**src/rtl/range_kth_smallest_select_macros.svh**
```systemverilog
// Assertion macros shared by the range k-th smallest select RTL.
// Needs a clock named clk and an active-low reset named rst_n in scope.
`ifndef RANGE_KTH_SMALLEST_SELECT_MACROS_SVH
`define RANGE_KTH_SMALLEST_SELECT_MACROS_SVH

// The consequent must hold in the same cycle as the antecedent.
`define RKSS_ASSERT_SAME(label, ante, cons) \
    label: assert property (@(posedge clk) disable iff (!rst_n) (ante) |-> (cons)) \
        else $error("assertion failed in range_kth_smallest_select");

// The consequent must hold in the cycle after the antecedent.
`define RKSS_ASSERT_NEXT(label, ante, cons) \
    label: assert property (@(posedge clk) disable iff (!rst_n) (ante) |=> (cons)) \
        else $error("assertion failed in range_kth_smallest_select");

`endif

```
**src/rtl/rkss_pkg.sv**
```systemverilog
// Package for the range k-th smallest select block: item types and constants.
// No dependencies.
package rkss_pkg;

    localparam int DEF_ARRAY_DEPTH = 64;
    localparam int DEF_VALUE_WIDTH = 32;

    localparam int POS_W = 7;
    localparam int VAL_W = 32;

    localparam logic OP_WRITE = 1'b0;
    localparam logic OP_QUERY = 1'b1;

    typedef struct packed {
        logic                    opcode;
        logic [POS_W-1:0]        index;
        logic signed [VAL_W-1:0] new_value;
        logic [POS_W-1:0]        range_left;
        logic [POS_W-1:0]        range_right;
        logic [POS_W-1:0]        rank;
    } cmd_t;

    typedef struct packed {
        logic signed [VAL_W-1:0] selected_value;
        logic                    error;
    } result_t;

endpackage

```
**src/rtl/rkss_ram.sv**
```systemverilog
// Generic single-write, single-read RAM with registered read data.
// No dependencies.
module rkss_ram #(
    parameter int WIDTH = 32,
    parameter int DEPTH = 64
) (
    input  logic                     clk,
    input  logic                     we,
    input  logic [$clog2(DEPTH)-1:0] waddr,
    input  logic [WIDTH-1:0]         wdata,
    input  logic [$clog2(DEPTH)-1:0] raddr,
    output logic [WIDTH-1:0]         rdata
);

    logic [WIDTH-1:0] mem [DEPTH];

    always_ff @(posedge clk)
    begin
        if (we)
        begin
            mem[waddr] <= wdata;
        end
        rdata <= mem[raddr];
    end

endmodule

```
**src/rtl/range_kth_smallest_select.sv**
```systemverilog
// Range k-th smallest select; uses rkss_pkg, rkss_ram and the assertion macro header.
// A write item gives no result and does not raise busy. A query with bad bounds or rank
// shows its result in the cycle after acceptance. A valid query keeps busy high while
// it sweeps the element RAM once per value bit, each sweep followed by a drain state;
// the result shows as busy falls. Reset clears the sequencer and the result strobe, not
// the RAM; the receiver cannot stall.
module range_kth_smallest_select #(
    parameter int ARRAY_DEPTH = rkss_pkg::DEF_ARRAY_DEPTH,
    parameter int VALUE_WIDTH = rkss_pkg::DEF_VALUE_WIDTH
) (
    input  logic              clk,
    input  logic              rst_n,
    input  logic              start,
    output logic              busy,
    input  rkss_pkg::cmd_t    cmd,
    output logic              result_valid,
    output rkss_pkg::result_t result
);
    import rkss_pkg::*;

    `include "range_kth_smallest_select_macros.svh"

    localparam int AW  = $clog2(ARRAY_DEPTH);
    localparam int CW  = $clog2(ARRAY_DEPTH + 1);
    localparam int PW  = (CW > POS_W) ? CW : POS_W;
    localparam int BW  = (VALUE_WIDTH > 1) ? $clog2(VALUE_WIDTH) : 1;
    localparam int VW  = VALUE_WIDTH;

    localparam logic [1:0] ST_IDLE  = 2'd0;
    localparam logic [1:0] ST_SCAN  = 2'd1;
    localparam logic [1:0] ST_DRAIN = 2'd2;

    localparam logic [PW-1:0] DEPTH_P = PW'(ARRAY_DEPTH);
    localparam logic [VW-1:0] SIGN_BIT = {1'b1, {(VW-1){1'b0}}};

    logic [1:0]    state_reg, state_next;
    logic [AW-1:0] addr_reg, addr_next;
    logic [AW-1:0] left_reg, left_next;
    logic [AW-1:0] right_reg, right_next;
    logic [CW-1:0] k_reg, k_next;
    logic [CW-1:0] count_reg, count_next;
    logic [BW-1:0] bit_reg, bit_next;
    logic [VW-1:0] prefix_reg, prefix_next;
    logic          pend_reg, pend_next;
    logic          res_valid_reg, res_valid_next;
    result_t       res_reg, res_next;

    logic [PW-1:0] l_p, r_p, k_p, idx_p, len_p;
    logic          bad_query, accept, write_en;
    logic [AW-1:0] write_addr;
    logic [VW+VAL_W-1:0] new_ext;
    logic [VW-1:0] rdata, rkey, trial;
    logic          less;
    logic [CW-1:0] count_sum;
    logic [VW-1:0] last_key;
    logic [VAL_W+VW-1:0] out_ext;

    assign accept = start && !busy;

    assign l_p   = PW'(cmd.range_left);
    assign r_p   = PW'(cmd.range_right);
    assign k_p   = PW'(cmd.rank);
    assign idx_p = PW'(cmd.index);
    assign len_p = r_p - l_p + PW'(1);

    assign bad_query = (l_p == '0) || (r_p > DEPTH_P) || (l_p > r_p)
                       || (k_p == '0) || (k_p > len_p);

    // Writes land in the RAM on the accepting edge; out-of-range indexes are dropped.
    assign write_en   = accept && (cmd.opcode == OP_WRITE) && (idx_p != '0)
                        && (idx_p <= DEPTH_P);
    assign write_addr = AW'(idx_p - PW'(1));
    assign new_ext    = {{VW{cmd.new_value[VAL_W-1]}}, cmd.new_value};

    rkss_ram #(
        .WIDTH (VW),
        .DEPTH (ARRAY_DEPTH)
    ) u_store (
        .clk   (clk),
        .we    (write_en),
        .waddr (write_addr),
        .wdata (new_ext[VW-1:0]),
        .raddr (addr_reg),
        .rdata (rdata)
    );

    // Flipping the sign bit gives an unsigned key with the same order as the value.
    assign rkey      = rdata ^ SIGN_BIT;
    assign trial     = prefix_reg | (VW'(1) << bit_reg);
    assign less      = rkey < trial;
    assign count_sum = count_reg + CW'(pend_reg && less);
    assign last_key  = (count_sum < k_reg) ? trial : prefix_reg;
    assign out_ext   = {{VAL_W{1'b0}}, last_key ^ SIGN_BIT};

    always_comb
    begin
        state_next     = state_reg;
        addr_next      = addr_reg;
        left_next      = left_reg;
        right_next     = right_reg;
        k_next         = k_reg;
        count_next     = count_reg;
        bit_next       = bit_reg;
        prefix_next    = prefix_reg;
        pend_next      = pend_reg;
        res_valid_next = 1'b0;
        res_next       = res_reg;

        unique case (state_reg)
            ST_IDLE:
            begin
                if (accept && (cmd.opcode == OP_QUERY))
                begin
                    if (bad_query)
                    begin
                        res_valid_next          = 1'b1;
                        res_next.selected_value = '0;
                        res_next.error          = 1'b1;
                    end
                    else
                    begin
                        left_next   = AW'(l_p - PW'(1));
                        right_next  = AW'(r_p - PW'(1));
                        addr_next   = AW'(l_p - PW'(1));
                        k_next      = CW'(k_p);
                        count_next  = '0;
                        bit_next    = BW'(VW - 1);
                        prefix_next = '0;
                        pend_next   = 1'b0;
                        state_next  = ST_SCAN;
                    end
                end
            end
            ST_SCAN:
            begin
                count_next = count_sum;
                pend_next  = 1'b1;
                if (addr_reg == right_reg)
                begin
                    state_next = ST_DRAIN;
                end
                else
                begin
                    addr_next = addr_reg + AW'(1);
                end
            end
            ST_DRAIN:
            begin
                // Fewer than k keys below the trial value: the answer is at or above it.
                if (count_sum < k_reg)
                begin
                    prefix_next = trial;
                end
                count_next = '0;
                pend_next  = 1'b0;
                addr_next  = left_reg;
                if (bit_reg == '0)
                begin
                    res_valid_next          = 1'b1;
                    res_next.selected_value = out_ext[VAL_W-1:0];
                    res_next.error          = 1'b0;
                    state_next              = ST_IDLE;
                end
                else
                begin
                    bit_next   = bit_reg - BW'(1);
                    state_next = ST_SCAN;
                end
            end
            default:
            begin
                state_next = ST_IDLE;
            end
        endcase
    end

    always_ff @(posedge clk or negedge rst_n)
    begin
        if (!rst_n)
        begin
            state_reg     <= ST_IDLE;
            res_valid_reg <= 1'b0;
            pend_reg      <= 1'b0;
        end
        else
        begin
            state_reg     <= state_next;
            res_valid_reg <= res_valid_next;
            pend_reg      <= pend_next;
        end
    end

    always_ff @(posedge clk)
    begin
        addr_reg   <= addr_next;
        left_reg   <= left_next;
        right_reg  <= right_next;
        k_reg      <= k_next;
        count_reg  <= count_next;
        bit_reg    <= bit_next;
        prefix_reg <= prefix_next;
        res_reg    <= res_next;
    end

    assign busy         = (state_reg != ST_IDLE);
    assign result_valid = res_valid_reg;
    assign result       = res_reg;

    `RKSS_ASSERT_SAME(a_error_gives_zero, result_valid && result.error, result.selected_value == '0)
    `RKSS_ASSERT_SAME(a_scan_in_range, state_reg == ST_SCAN, addr_reg <= right_reg)
    `RKSS_ASSERT_NEXT(a_query_goes_busy, accept && (cmd.opcode == OP_QUERY) && !bad_query, busy)
    `RKSS_ASSERT_SAME(a_count_bounded, state_reg != ST_IDLE, count_reg <= CW'(ARRAY_DEPTH))

endmodule

```
**config.mk**
```make
export PLATFORM = sky130hd
export DESIGN_NAME = range_kth_smallest_select
export DESIGN_NICKNAME = d
export VERILOG_FILES = /design/src/rtl/rkss_pkg.sv /design/src/rtl/rkss_ram.sv /design/src/rtl/range_kth_smallest_select.sv
export VERILOG_INCLUDE_DIRS = /design/src /design/src/rtl
export SDC_FILE = /design/constraint.sdc
export NUM_CORES = 2
export LEC_CHECK = 0
export BUFFER_PORTS_ARGS = -buffer_cell sky130_fd_sc_hd__buf_2
export CAP_MARGIN = 0
export CORE_UTILIZATION = 40
export DETAILED_ROUTE_END_ITERATION = 10
export PLACE_DENSITY = 0.59
export SYNTH_ARGS = -nofsm -noshare
export SYNTH_HDL_FRONTEND = slang
export SYNTH_SLANG_ARGS = --single-unit
```
**constraint.sdc**
```tcl
create_clock -name clk -period 12.75 [get_ports clk]
set_input_delay 0.6375 -clock clk [delete_from_list [all_inputs] [get_ports clk]]
set_output_delay 0.6375 -clock clk [all_outputs]
set_load 0.005 [all_outputs]
```
==> results.toml <==
[sta]
finalSetupViolations = 0
fin_crit_ps = 5560
rsz0062_at_grt = "no"
tns_ps = 0
fin_crit_sh_pct = 43.6
slew_headroom_pct = 12.8
worst_pin_slew_ps = 1310
hold_viol_final = 0
fmax_mhz = 180
slew_viol_final = 0
finalClockSkew_ps = 67.3

[global_route]
grt_pass1_vias = 42200
grt_usage_pct = 20.0
grt_pass1_wl_mm = 310
grt_antenna_before_repair = 12
grt_max_degree = 118
grt_overflow_total = 0

[routing]
wire_per_inst_um = 29.9
first_pass_iters = 5
drc = 0
num_vias = 41900
ant_nets = 0
drt_iter0_drc = 4564
vias_per_cell = 5.79
routed_wirelength_mm = 216

[floorplanning]
core-area_mm2 = 0.210
rows = 168
die_w_um = 463
die_area_mm2 = 0.214
initial_utilization_pct = 40.4
die_h_um = 463
io_pins = 99

[critical_path]
critPathBufInv = 0
worst_setup_path_end_kind = "flip-flop"
crit_family = "adder cells"
critPathMaxStageDelay_ps = 1060
worstPathCellList = "nor2b_1 -> nor2b_1 -> a21oi_1 -> ha_1 -> and3_1 -> a221o_1 -> a221o_1 -> a41oi_1 -> o21a_1 -> ha_1 -> ha_1 -> nand3_1 -> xnor2_1 -> ha_1 -> nor2_1 -> a21oi_1 -> a21oi_1"
cp_data_required_time_ps = 13310
slowest_stage = "ha_1"
crit_type = "reg2reg"
crit_top_cell = "ha_1"
worstPathMaxFanout = 31
cp-start-kind = "flip-flop"
cp.arrival_ps = 6130

[clocking]
cts.path.max_buffers = 3
cts_tree = "done"
clk_pin_slew_ps = 70
cts-hold-fix-buffers = 8
cts_setup_buffers = 0
numCtsBuffers = 217
cts_root_buf = "clkbuf_16"
clkSinkCount = 2186
cts_resized = 0
cts_max_level = 4
clock_latency_ps = 860

[yosys]
synth_edf_count = 2150
synth_nets = 4163
synth_cell_types = 60
ys_async_sr_fraction_pct = 0.183
avgSynthCellArea_um2 = 21.1
synth_seq_area_share_pct = 76.8
synth_seq_cells = 2186
syn-instance-count = 4021
yosys_warnings = 0
synth_top_flop_cell = "edfxtp_1"
synth.cell_area_mm2 = 0.0850

[power_and_ir_drop]
worst_ir_drop_vdd_mv = 0.141
total_power_uw = 18400
p_leak_uw = 0.0305
p_per_area_mw_per_mm2 = 190

[cells_and_area]
final_layout_size_suffix_gt1_share_pct = 25.3
n_fill_cell = 17400
regMostFlops = "u_store.mem"
syn2layout_area_growth_pct = 13.6
multi_input_area_mm2 = 0.0189
register_area_mm2 = 0.0653
largest_register_ffs = 2048
layout.nets = 4387
stdcell_area_mm2 = 0.0966

[run_status]
run_status = "finished, final reports clean"

[place]
gp_congestion = 0.803
numPortBuffers = 98
dp_hpwl_mm = 113
place_area_mm2 = 0.0895

[flow_run]
maxCapViolations = 0

[min_path]
hold_class = "in2async"
[cell usage after synthesis, types with 3 or more instances]
cell	number	area share (%)
nor2b_1	11	0.081
dfxtp_1	32	0.75
xnor2_1	22	0.23
o21ai_1	13	0.077
mux2i_1	80	0.94
xor2_1	11	0.11
buf_6	16	0.21
o22ai_1	5	0.037
o221ai_1	69	0.71
clkbuf_1	117	0.52
nor2_1	121	0.53
and3_1	5	0.037
nor4_1	6	0.044
nand2b_1	7	0.051
edfxtp_1	2150	76
a31oi_1	47	0.35
inv_1	68	0.30
nand3_1	18	0.11
nand2_1	56	0.25
a211oi_1	4	0.035
a211o_1	30	0.31
ha_1	76	1.1
nor3_1	8	0.047
inv_2	5	0.022
a221oi_1	7	0.072
buf_4	11	0.097
buf_1	18	0.079
dfrtp_1	4	0.12
o211ai_1	3	0.026
and2_1	10	0.074
a21oi_1	155	0.91
a21o_1	17	0.15
buf_2	54	0.32
o21ai_0	154	0.91
nand4_1	8	0.059
mux4_2	510	14
a22oi_1	59	0.52
[path summary, 6_finish.rpt]
path                       slack (ps)                            to                startpoint  depth (start not counted)
min in group clk                  200         left_reg[0]$_DFFE_PP_                   cmd[14]                          2
max                              7190  prefix_reg[31]$_SDFFCE_PP0P_  bit_reg[2]$_SDFFCE_PP1P_                         17
min reg2reg                       520          pend_reg$_DFFE_PN0P_      pend_reg$_DFFE_PN0P_                          1
min                               140      state_reg[1]$_DFFE_PN0P_                     rst_n                          2
max reg2reg                      7190  prefix_reg[31]$_SDFFCE_PP0P_  bit_reg[2]$_SDFFCE_PP1P_                         17
max in group asynchronous       12460          pend_reg$_DFFE_PN0P_                     rst_n                          2
[metrics by stage]
step	setup slack, ps	utilization, %	hold WS [ps]	cells
after floorplan	8260	-	342	4021
after global placement	7230	42.5	465	6823
after detailed placement	7210	42.5	468	6823
after CTS	7130	45.9	81.1	7239
after global routing	6880	45.9	130	7242
final	7190	45.9	139	7245
[cell families after synthesis]
logic type	Yosys count	share of synthesized area, %
flip-flops	2186	76.8
XOR/XNOR	33	0.340
adder cells (fa/ha/maj)	78	1.17
buffers and inverters	293	1.57
AO/OA/AOI/OAI	583	4.31
AND/OR/NAND/NOR	255	1.33
multiplexers	593	14.5
[routing by layer]
layer | wire, µm | global-route usage (%) | part of all wire (%) | vias to the layer above
li1 | - | - | - | 17400
met4 | 4020 | 5.00 | 1.9 | 2
met3 | 14900 | 3.23 | 6.9 | 250
met1 | 91800 | 28.2 | 42 | 22700
met2 | 106000 | 32.5 | 49 | 1586
met5 | 15 | 0 | 0.0069 | -
[area by class of cell]
| class | instances | share of cell area, % |
|---|---|---|
| Tap cell | 2805 | 3.63 |
| Sequential cell | 2186 | 67.6 |
| Antenna cell | 6 | 0.0155 |
| Timing Repair Buffer | 223 | 1.59 |
| Multi-Input combinational cell | 1542 | 19.6 |
| Clock inverter | 131 | 1.30 |
| Inverter | 75 | 0.299 |
| Clock buffer | 277 | 5.97 |
[report_power, final]
group	internal (µW)	switching, µW
Sequential	8020	124
Clock	3550	2740
Combinational	1590	2360
Total	13200	5230
[placed cells by master (no fill, tap or decap), types with 6 or more instances in the layout]
cell type,netlist,routed
nor2_4,0,66
clkinv_2,0,48
a221oi_1,7,7
ha_1,76,76
a22oi_1,59,59
a21o_1,17,17
clkinv_1,2,43
clkbuf_8,0,11
clkbuf_1,117,49
o21ai_1,13,13
xnor2_1,22,22
xor2_1,11,11
inv_1,68,68
mux2i_1,80,80
nor2b_1,11,9
nand2b_1,7,6
nor4_1,6,6
a211o_1,30,30
a31oi_1,47,47
clkinvlp_4,0,8
mux4_2,510,510
and2_1,10,10
clkbuf_16,0,217
o221ai_1,69,69
dfxtp_1,32,32
diode_2,0,6
nand3_1,18,18
a21oi_1,155,155
nand2_1,56,54
buf_12,0,7
buf_2,54,98
nand4_1,8,8
buf_4,11,110
nor2_1,121,55
dlygate4sd3_1,0,8
bufinv_16,0,17
nor3_1,8,8
o21ai_0,154,154
edfxtp_1,2150,2150
No activity file was read; power rests on OpenSTA's default activity.
